[src/sv/sha256_pkg.sv]
// Shared types, constants and round functions for the SHA-256 message hasher.
// No dependencies; imported by every module of the block.
package sha256_pkg;

    localparam int unsigned ROUNDS = 64;
    localparam int unsigned BLOCK_BYTES = 64;
    localparam int unsigned LEN_BYTE_START = 56;
    localparam logic [7:0] PAD_MARK = 8'h80;

    // Round constants
    localparam logic [31:0] SHA_K [ROUNDS] = '{
        32'h428A2F98, 32'h71374491, 32'hB5C0FBCF, 32'hE9B5DBA5,
        32'h3956C25B, 32'h59F111F1, 32'h923F82A4, 32'hAB1C5ED5,
        32'hD807AA98, 32'h12835B01, 32'h243185BE, 32'h550C7DC3,
        32'h72BE5D74, 32'h80DEB1FE, 32'h9BDC06A7, 32'hC19BF174,
        32'hE49B69C1, 32'hEFBE4786, 32'h0FC19DC6, 32'h240CA1CC,
        32'h2DE92C6F, 32'h4A7484AA, 32'h5CB0A9DC, 32'h76F988DA,
        32'h983E5152, 32'hA831C66D, 32'hB00327C8, 32'hBF597FC7,
        32'hC6E00BF3, 32'hD5A79147, 32'h06CA6351, 32'h14292967,
        32'h27B70A85, 32'h2E1B2138, 32'h4D2C6DFC, 32'h53380D13,
        32'h650A7354, 32'h766A0ABB, 32'h81C2C92E, 32'h92722C85,
        32'hA2BFE8A1, 32'hA81A664B, 32'hC24B8B70, 32'hC76C51A3,
        32'hD192E819, 32'hD6990624, 32'hF40E3585, 32'h106AA070,
        32'h19A4C116, 32'h1E376C08, 32'h2748774C, 32'h34B0BCB5,
        32'h391C0CB3, 32'h4ED8AA4A, 32'h5B9CCA4F, 32'h682E6FF3,
        32'h748F82EE, 32'h78A5636F, 32'h84C87814, 32'h8CC70208,
        32'h90BEFFFA, 32'hA4506CEB, 32'hBEF9A3F7, 32'hC67178F2
    };

    // Initial hash value
    localparam logic [31:0] SHA_IV [8] = '{
        32'h6A09E667, 32'hBB67AE85, 32'h3C6EF372, 32'hA54FF53A,
        32'h510E527F, 32'h9B05688C, 32'h1F83D9AB, 32'h5BE0CD19
    };

    // Commands to the round core
    typedef struct packed {
        logic init;   // reload initial hash value
        logic start;  // copy hash value into working variables
        logic round;  // one compression round
        logic fold;   // add working variables into hash value
    } core_ctrl_t;

    // Commands to the block buffer / schedule
    typedef struct packed {
        logic       wr_en;
        logic       shift;
        logic [5:0] wr_idx;
        logic [7:0] wr_byte;
    } sched_ctrl_t;

    function automatic logic [31:0] rotr(input logic [31:0] x, input int unsigned n);
        rotr = (x >> n) | (x << (32 - n));
    endfunction

    function automatic logic [31:0] rnd_rot_a(input logic [31:0] x);
        rnd_rot_a = rotr(x, 2) ^ rotr(x, 13) ^ rotr(x, 22);
    endfunction

    function automatic logic [31:0] rnd_rot_e(input logic [31:0] x);
        rnd_rot_e = rotr(x, 6) ^ rotr(x, 11) ^ rotr(x, 25);
    endfunction

    function automatic logic [31:0] sched_rot_lo(input logic [31:0] x);
        sched_rot_lo = rotr(x, 7) ^ rotr(x, 18) ^ (x >> 3);
    endfunction

    function automatic logic [31:0] sched_rot_hi(input logic [31:0] x);
        sched_rot_hi = rotr(x, 17) ^ rotr(x, 19) ^ (x >> 10);
    endfunction

endpackage

[src/sv/sha256_sched.sv]
// Block buffer and message schedule: 16 words filled byte by byte, then
// shifted once per round to produce W_t. Depends on sha256_pkg.
module sha256_sched (
    input  logic                    aclk,
    input  sha256_pkg::sched_ctrl_t sched_ctrl,
    output logic [31:0]             w_cur
);
    import sha256_pkg::*;

    logic [3:0][7:0] win_reg [16];
    logic [31:0]     w_new;
    logic [1:0]      lane;

    assign lane  = 2'd3 - sched_ctrl.wr_idx[1:0];
    assign w_cur = win_reg[0];

    // next schedule word from the sliding window
    assign w_new = sched_rot_hi(win_reg[14]) + win_reg[9]
                 + sched_rot_lo(win_reg[1]) + win_reg[0];

    // byte writes while filling, window shift while compressing
    always_ff @(posedge aclk) begin
        if (sched_ctrl.shift) begin
            for (int i = 0; i < 15; i++) begin
                win_reg[i] <= win_reg[i + 1];
            end
            win_reg[15] <= w_new;
        end else if (sched_ctrl.wr_en) begin
            win_reg[sched_ctrl.wr_idx[5:2]][lane] <= sched_ctrl.wr_byte;
        end
    end

endmodule

[src/sv/sha256_core.sv]
// Round core: hash value and working variables, one SHA-256 round per cycle.
// Depends on sha256_pkg.
module sha256_core (
    input  logic                   aclk,
    input  logic                   aresetn,
    input  sha256_pkg::core_ctrl_t core_ctrl,
    input  logic [31:0]            k_in,
    input  logic [31:0]            w_in,
    input  logic [2:0]             rd_idx,
    output logic [31:0]            rd_word
);
    import sha256_pkg::*;

    logic [31:0] hash_reg [8];
    logic [31:0] var_reg  [8];
    logic [31:0] ch, maj, t1, t2;

    // round function
    assign ch  = (var_reg[4] & var_reg[5]) ^ (~var_reg[4] & var_reg[6]);
    assign maj = (var_reg[0] & var_reg[1]) ^ (var_reg[0] & var_reg[2])
               ^ (var_reg[1] & var_reg[2]);
    assign t1  = var_reg[7] + rnd_rot_e(var_reg[4]) + ch + k_in + w_in;
    assign t2  = rnd_rot_a(var_reg[0]) + maj;

    assign rd_word = hash_reg[rd_idx];

    // hash value: initial value on reset or new message, feed-forward add
    always_ff @(posedge aclk) begin
        if (!aresetn || core_ctrl.init) begin
            for (int i = 0; i < 8; i++) begin
                hash_reg[i] <= SHA_IV[i];
            end
        end else if (core_ctrl.fold) begin
            for (int i = 0; i < 8; i++) begin
                hash_reg[i] <= hash_reg[i] + var_reg[i];
            end
        end
    end

    // working variables a..h
    always_ff @(posedge aclk) begin
        if (core_ctrl.start) begin
            for (int i = 0; i < 8; i++) begin
                var_reg[i] <= hash_reg[i];
            end
        end else if (core_ctrl.round) begin
            var_reg[7] <= var_reg[6];
            var_reg[6] <= var_reg[5];
            var_reg[5] <= var_reg[4];
            var_reg[4] <= var_reg[3] + t1;
            var_reg[3] <= var_reg[2];
            var_reg[2] <= var_reg[1];
            var_reg[1] <= var_reg[0];
            var_reg[0] <= t1 + t2;
        end
    end

endmodule

[src/sv/sha256_message_hasher.sv]
// SHA-256 message hasher.
// Input channel (s_): one word per item carries an optional message byte
// (s_byte_valid) and/or an end-of-message mark. Bytes are taken in message
// order. An end mark with no byte finishes the message as it stands; an
// empty message gives the digest of the empty string.
// Output channel (m_): eight 32-bit digest words, index 0 first, with
// m_last_word on the eighth.
// Sequence: a plain byte is written into the buffer. The byte that fills a
// 64-byte block starts its compression (the rounds, one per cycle, in the
// round unit, then a feed-forward add). An end mark writes the padding
// one byte per cycle up to the block end, then compresses that block. Where
// the length needs a fresh block (or the end mark came with the byte that
// filled one), a further block of padding is written and compressed. Then
// the eight digest words are sent.
// s_ready is high only while the block waits for input.
// A stall on m_ready holds the current digest word; nothing else advances.
// Reset (aresetn low, synchronous) loads the initial hash value, clears the
// byte and bit counts and returns to waiting for input. After the last
// digest word the same state is restored for the next message.
module sha256_message_hasher (
    input  logic        aclk,
    input  logic        aresetn,
    input  logic        s_valid,
    output logic        s_ready,
    input  logic [7:0]  s_msg_byte,
    input  logic        s_byte_valid,
    input  logic        s_end_of_message,
    output logic        m_valid,
    input  logic        m_ready,
    output logic [31:0] m_digest_word,
    output logic [2:0]  m_word_index,
    output logic        m_last_word
);
    import sha256_pkg::*;

    typedef enum logic [4:0] {
        ST_IDLE = 5'b00001,
        ST_PAD  = 5'b00010,
        ST_COMP = 5'b00100,
        ST_FOLD = 5'b01000,
        ST_OUT  = 5'b10000
    } state_t;

    state_t      state_reg, state_next;
    logic [5:0]  cnt_reg, cnt_next;
    logic [63:0] bits_reg, bits_next;
    logic [5:0]  round_reg, round_next;
    logic [2:0]  out_idx_reg, out_idx_next;
    logic        first_reg, first_next;
    logic        extra_reg, extra_next;
    logic        eom_pend_reg, eom_pend_next;
    logic        pad_mode_reg, pad_mode_next;

    core_ctrl_t  core_ctrl;
    sched_ctrl_t sched_ctrl;
    logic [31:0] w_cur;
    logic [5:0]  len_base;
    logic [7:0]  len_byte;
    logic        in_len_area;

    // length byte for buffer positions 56..63, most significant first
    assign len_base    = {3'd7 - cnt_reg[2:0], 3'b000};
    assign len_byte    = bits_reg[len_base +: 8];
    assign in_len_area = (cnt_reg >= 6'(LEN_BYTE_START));

    assign s_ready       = (state_reg == ST_IDLE);
    assign m_valid       = (state_reg == ST_OUT);
    assign m_word_index  = out_idx_reg;
    assign m_last_word   = (out_idx_reg == 3'd7);

    // sequencer
    always_comb begin
        state_next    = state_reg;
        cnt_next      = cnt_reg;
        bits_next     = bits_reg;
        round_next    = round_reg;
        out_idx_next  = out_idx_reg;
        first_next    = first_reg;
        extra_next    = extra_reg;
        eom_pend_next = eom_pend_reg;
        pad_mode_next = pad_mode_reg;
        core_ctrl     = '0;
        sched_ctrl    = '0;
        sched_ctrl.wr_idx = cnt_reg;

        case (state_reg)
            ST_IDLE: begin
                if (s_valid) begin
                    if (s_byte_valid) begin
                        sched_ctrl.wr_en   = 1'b1;
                        sched_ctrl.wr_byte = s_msg_byte;
                        cnt_next  = cnt_reg + 6'd1;
                        bits_next = bits_reg + 64'd8;
                        if (cnt_reg == 6'(BLOCK_BYTES - 1)) begin
                            core_ctrl.start = 1'b1;
                            round_next      = '0;
                            eom_pend_next   = s_end_of_message;
                            state_next      = ST_COMP;
                        end else if (s_end_of_message) begin
                            first_next    = 1'b1;
                            pad_mode_next = 1'b1;
                            state_next    = ST_PAD;
                        end
                    end else if (s_end_of_message) begin
                        first_next    = 1'b1;
                        pad_mode_next = 1'b1;
                        state_next    = ST_PAD;
                    end
                end
            end
            ST_PAD: begin
                // marker, zero fill, then length in the final block
                sched_ctrl.wr_en = 1'b1;
                if (first_reg) begin
                    sched_ctrl.wr_byte = PAD_MARK;
                    extra_next         = in_len_area;
                end else if (in_len_area && !extra_reg) begin
                    sched_ctrl.wr_byte = len_byte;
                end else begin
                    sched_ctrl.wr_byte = 8'h00;
                end
                first_next = 1'b0;
                cnt_next   = cnt_reg + 6'd1;
                if (cnt_reg == 6'(BLOCK_BYTES - 1)) begin
                    core_ctrl.start = 1'b1;
                    round_next      = '0;
                    state_next      = ST_COMP;
                end
            end
            ST_COMP: begin
                core_ctrl.round  = 1'b1;
                sched_ctrl.shift = 1'b1;
                round_next       = round_reg + 6'd1;
                if (round_reg == 6'(ROUNDS - 1)) begin
                    state_next = ST_FOLD;
                end
            end
            ST_FOLD: begin
                core_ctrl.fold = 1'b1;
                if (pad_mode_reg) begin
                    if (extra_reg) begin
                        extra_next = 1'b0;
                        state_next = ST_PAD;
                    end else begin
                        out_idx_next = '0;
                        state_next   = ST_OUT;
                    end
                end else if (eom_pend_reg) begin
                    eom_pend_next = 1'b0;
                    first_next    = 1'b1;
                    pad_mode_next = 1'b1;
                    state_next    = ST_PAD;
                end else begin
                    state_next = ST_IDLE;
                end
            end
            ST_OUT: begin
                if (m_ready) begin
                    out_idx_next = out_idx_reg + 3'd1;
                    if (out_idx_reg == 3'd7) begin
                        core_ctrl.init = 1'b1;
                        cnt_next       = '0;
                        bits_next      = '0;
                        pad_mode_next  = 1'b0;
                        state_next     = ST_IDLE;
                    end
                end
            end
            default: begin
                state_next = ST_IDLE;
            end
        endcase
    end

    // control registers
    always_ff @(posedge aclk) begin
        if (!aresetn) begin
            state_reg    <= ST_IDLE;
            cnt_reg      <= '0;
            bits_reg     <= '0;
            round_reg    <= '0;
            out_idx_reg  <= '0;
            first_reg    <= 1'b0;
            extra_reg    <= 1'b0;
            eom_pend_reg <= 1'b0;
            pad_mode_reg <= 1'b0;
        end else begin
            state_reg    <= state_next;
            cnt_reg      <= cnt_next;
            bits_reg     <= bits_next;
            round_reg    <= round_next;
            out_idx_reg  <= out_idx_next;
            first_reg    <= first_next;
            extra_reg    <= extra_next;
            eom_pend_reg <= eom_pend_next;
            pad_mode_reg <= pad_mode_next;
        end
    end

    sha256_sched u_sched (
        .aclk       (aclk),
        .sched_ctrl (sched_ctrl),
        .w_cur      (w_cur)
    );

    sha256_core u_core (
        .aclk      (aclk),
        .aresetn   (aresetn),
        .core_ctrl (core_ctrl),
        .k_in      (SHA_K[round_reg]),
        .w_in      (w_cur),
        .rd_idx    (out_idx_reg),
        .rd_word   (m_digest_word)
    );

endmodule

[config.mk]
export PLATFORM = sky130hd
export DESIGN_NAME = sha256_message_hasher
export DESIGN_NICKNAME = d
export VERILOG_FILES = /design/src/sv/sha256_pkg.sv /design/src/sv/sha256_sched.sv /design/src/sv/sha256_core.sv /design/src/sv/sha256_message_hasher.sv
export SDC_FILE = /design/constraint.sdc
export NUM_CORES = 2
export LEC_CHECK = 0
export ABC_CLOCK_PERIOD_IN_PS = 22900
export BUFFER_PORTS_ARGS = -buffer_cell sky130_fd_sc_hd__buf_4
export CORE_MARGIN = 2
export CORE_UTILIZATION = 35
export CTS_BUF_LIST = sky130_fd_sc_hd__clkbuf_4 sky130_fd_sc_hd__clkbuf_8
export DETAILED_ROUTE_END_ITERATION = 8
export HOLD_SLACK_MARGIN = 0.03
export MAX_ROUTING_LAYER = met4
export PLACE_DENSITY = 0.55
export SKIP_CTS_REPAIR_TIMING = 1
export SLEW_MARGIN = 10
export SYNTH_ARGS = -nofsm -noshare
export SYNTH_HDL_FRONTEND = slang
export SYNTH_SLANG_ARGS = --single-unit
[constraint.sdc]
create_clock -name aclk -period 22.9 [get_ports aclk]
set_clock_uncertainty 0.1 [all_clocks]
set_input_delay 3.435 -clock aclk [delete_from_list [all_inputs] [get_ports aclk]]
set_output_delay 3.435 -clock aclk [all_outputs]
set_load 0.01 [all_outputs]
==> flow_summary_export.csv <==
group,metric,value,unit
die,std_cell_rows,169,
cts,cts.sinks,1112,
outcome,status,"completed",
cts,htree_num_levels,4,
cts,root_buffer,"clkbuf_8",
yosys,syn_area_per_cell,9.74,µm²
min_path,hold-path-cell-count,2,
timing,min_period,10500,ps
power_and_ir_drop,power_leakage,31.4,nW
timing,drv_slew,0,
timing,max_freq,95.2,MHz
die,start_util,0.352,
timing,hold_slack,389,ps
min_path,hold_class,"flip-flop to flip-flop",
die,die_w,466,µm
die,ios,52,
global_route,antenna_found_initial,8,
global_route,grt_pass1_wl,367000,µm
final_layout,final_net_count,8205,
setup_path,endpoint_kind,"flip-flop",
setup_path,critPathArrivalTime,11030,ps
final_layout,largest_reg_flops,512,
global_route,track_usage,0.230,
setup_path,critPathRequiredTime,23430,ps
yosys,synth_cell_types,103,
timing,setup_tns,0,ps
setup_path,crit_fanout,35,
cts,numCtsBuffers,201,
routing,drt-pass1-iter-count,6,
cts,insertion_delay,990,ps
setup_path,rrSetupSlack,12400,ps
yosys,synth-seq-cells,1112,
setup_path,critPathTopFamily,"compound AO/OA/AOI/OAI gates",
final_layout,fin_area,81900,µm²
placed_design,dp_slack,12660,ps
placed_design,numPortBuffers,51,
flow_run,maxCapViolCount,0,
yosys,synth_seq_area_share,0.435,
setup_path,crit_path_top_delay_cell,"ha_1",
final_layout,nFillCells,21032,
setup_path,cp_num_buf_inv,4,
placed_design,dp_hpwl,180000,µm
yosys,yosysWarnings,0,
placed_design,placed_cell_area,77900,µm²
die,design.core.area,212000,µm²
setup_path,path_class,"flip-flop to flip-flop",
placed_design,place_congestion,0.974,
global_route,grt_pass1_vias,56687,
timing,rsz0062_at_grt,"no",
routing,dr_total_vias,58552,
timing,setup_violations,0,
power_and_ir_drop,p_per_area,59.0,nW/µm²
global_route,grt-ovfl-total,0,
routing,remaining_drc_errors,0,
yosys,syn_inst,7678,
yosys,synth_edf_count,1024,
setup_path,r2r_end,"u_core.var_reg[2][31]",
routing,drt-wirelength-per-cell,23.4,µm
power_and_ir_drop,peakVddDrop,63.9,µV
die,die_y,466,µm
timing,finalHoldViolations,0,
routing,detailedRoute.firstIterationViolations,5858,
timing,final.period_utilization,0.458,
global_route,grt_max_degree,171,
timing,worstMarginPinSlew,1250,ps
yosys,synth_area,74800,µm²
cts,clk_pin_slew,60,ps
min_path,min_to,"u_sched.win_reg[9][0]",
setup_path,r2r-start,"round_reg[0]",
routing,ant_nets,0,
final_layout,layout-drive-gt1-share,0.0821,
cts,cts_tree,"built",
setup_path,slowest_delay,850,ps
yosys,synth_ff_type,"edfxtp_1",
routing,via_per_inst,5.53,
yosys,synthArstFlopShare,0,
timing,setup_ws,12400,ps
setup_path,r2r_cells,31,
min_path,hp-start,"u_sched.win_reg[10][0]",
final_layout,instances_no_fill,10588,
final_layout,areaGrowthSynthToFinish,9.52,%
timing,max-slew-margin-rel,0.164,
yosys,syn_nets,8284,
cts,cts_buffer_depth,3,
routing,wirelength,248000,µm
placed_design,dpl.cell_count,10217,
die,die_area,217000,µm²
setup_path,critPathLaunchType,"flip-flop",
[through the flow]
stage               power (mW)   util
finish                    4.83  0.386
global route              5.03  0.386
CTS                       4.87  0.386
detailed placement        2.93  0.367
global placement          2.92  0.367
floorplan                 2.76      -
[cell families (layout without fill, tap and decap cells)]
kind of cell / after synthesis / after routing / synth area share
buffers and inverters: 740 / 823 / 0.0372
AO/OA/AOI/OAI: 1867 / 1867 / 0.151
adder cells (fa/ha/maj): 595 / 595 / 0.119
other: 0 / 6 / 0
AND/OR/NAND/NOR: 2567 / 2567 / 0.147
multiplexers: 186 / 186 / 0.0398
XOR/XNOR: 611 / 611 / 0.0715
flip-flops: 1112 / 1112 / 0.435
[worst reg2reg max path, delay by kind of cell (launching register included)]
family	cells	cell delay, ps
AOI/OAI and AO/OA	15	4340
xor gates and xnor gates	3	840
adders and majority gates	6	3110
buffers and inverters	4	770
DFF	1	310
and+or+nand+nor	3	660
[per-layer routing]
layer,wire length [µm],up-vias,part of all wire,track usage
met1,112000,28913,0.45,0.315
met2,112000,2127,0.45,0.355
met3,15500,389,0.063,0.0290
met5,0,-,0,-
li1,-,27123,-,-
met4,8110,0,0.033,0.0742
[where the power goes]
group	switching (mW)	internal (mW)
Combinational	0.392	0.253
Clock	0.928	1.00
Sequential	0.0282	2.23
Total	1.35	3.49
[layout make-up]
class                   instances  area [µm²]  share of cell area
diodes                          6        15.0            0.000183
clock buffers                 261        3250              0.0396
clock inverters               104         761             0.00929
inverters                     342        1290              0.0158
multi-input cells            5826       39700               0.484
flip-flops and latches       1112       32500               0.397
well taps                    2821        3530              0.0431
repair buffers                116         896              0.0109
[how the worst max path moves through the flow]
stage	from	to	slack (ps)	cells past startpoint
6_report	round_reg[0]	u_core.var_reg[2][31]	12400	31
4_1_cts	round_reg[0]	u_core.var_reg[0][31]	12560	34
3_5_place_dp	round_reg[0]	u_core.var_reg[0][31]	12660	34
2_1_floorplan	m_ready	u_core.hash_reg[0][0]	12730	4
3_3_place_gp	round_reg[0]	u_core.var_reg[0][31]	12700	34
5_1_grt	round_reg[0]	u_core.var_reg[0][31]	11850	36
[synthesized netlist by cell type (all sizes together), types with 12 or more instances]
| library cell | count | area, µm² |
|---|---|---|
| a211oi | 40 | 300 |
| o21a | 58 | 435 |
| mux4 | 83 | 1870 |
| edfxtp | 1024 | 30700 |
| o31ai | 21 | 163 |
| buf | 41 | 161 |
| and4 | 14 | 128 |
| mux2i | 46 | 460 |
| dfxtp | 88 | 1760 |
| nand4 | 39 | 259 |
| a21oi | 351 | 1770 |
| o211ai | 26 | 195 |
| o21ai | 853 | 4270 |
| ha | 397 | 4970 |
| fa | 195 | 3900 |
| a21o | 205 | 1540 |
| a211o | 18 | 158 |
| and2 | 32 | 200 |
| a21boi | 25 | 188 |
| xor2 | 227 | 1990 |
| nand2b | 86 | 538 |
| a41oi | 12 | 113 |
| nand3 | 97 | 485 |
| nor2b | 66 | 413 |
| a31oi | 54 | 344 |
| nor2 | 375 | 1420 |
| inv | 341 | 1280 |
| or3 | 42 | 273 |
| or2 | 12 | 75.1 |
| nand2 | 1612 | 6050 |
| clkbuf | 357 | 1340 |
| mux2 | 57 | 642 |
| and3 | 55 | 344 |
| a311oi | 14 | 129 |
| nor3 | 92 | 460 |
| xnor2 | 384 | 3360 |
| o221ai | 13 | 114 |
| o21bai | 47 | 357 |
| o311ai | 16 | 140 |
[layout by cell type (no fill, tap or decap), drive strengths merged, types with 40 or more instances in the layout]
cell       n
nand2   1612
edfxtp  1024
o21ai    853
ha       397
xnor2    384
nor2     375
a21oi    351
inv      351
clkbuf   261
xor2     227
a21o     205
fa       195
buf      116
nand3     97
nor3      92
clkinv    89
dfxtp     88
nand2b    86
mux4      83
nor2b     66
o21a      58
mux2      57
and3      55
a31oi     54
o21bai    47
mux2i     46
or3       42
a211oi    40
Note: power is estimated with default switching activity, not from simulation.
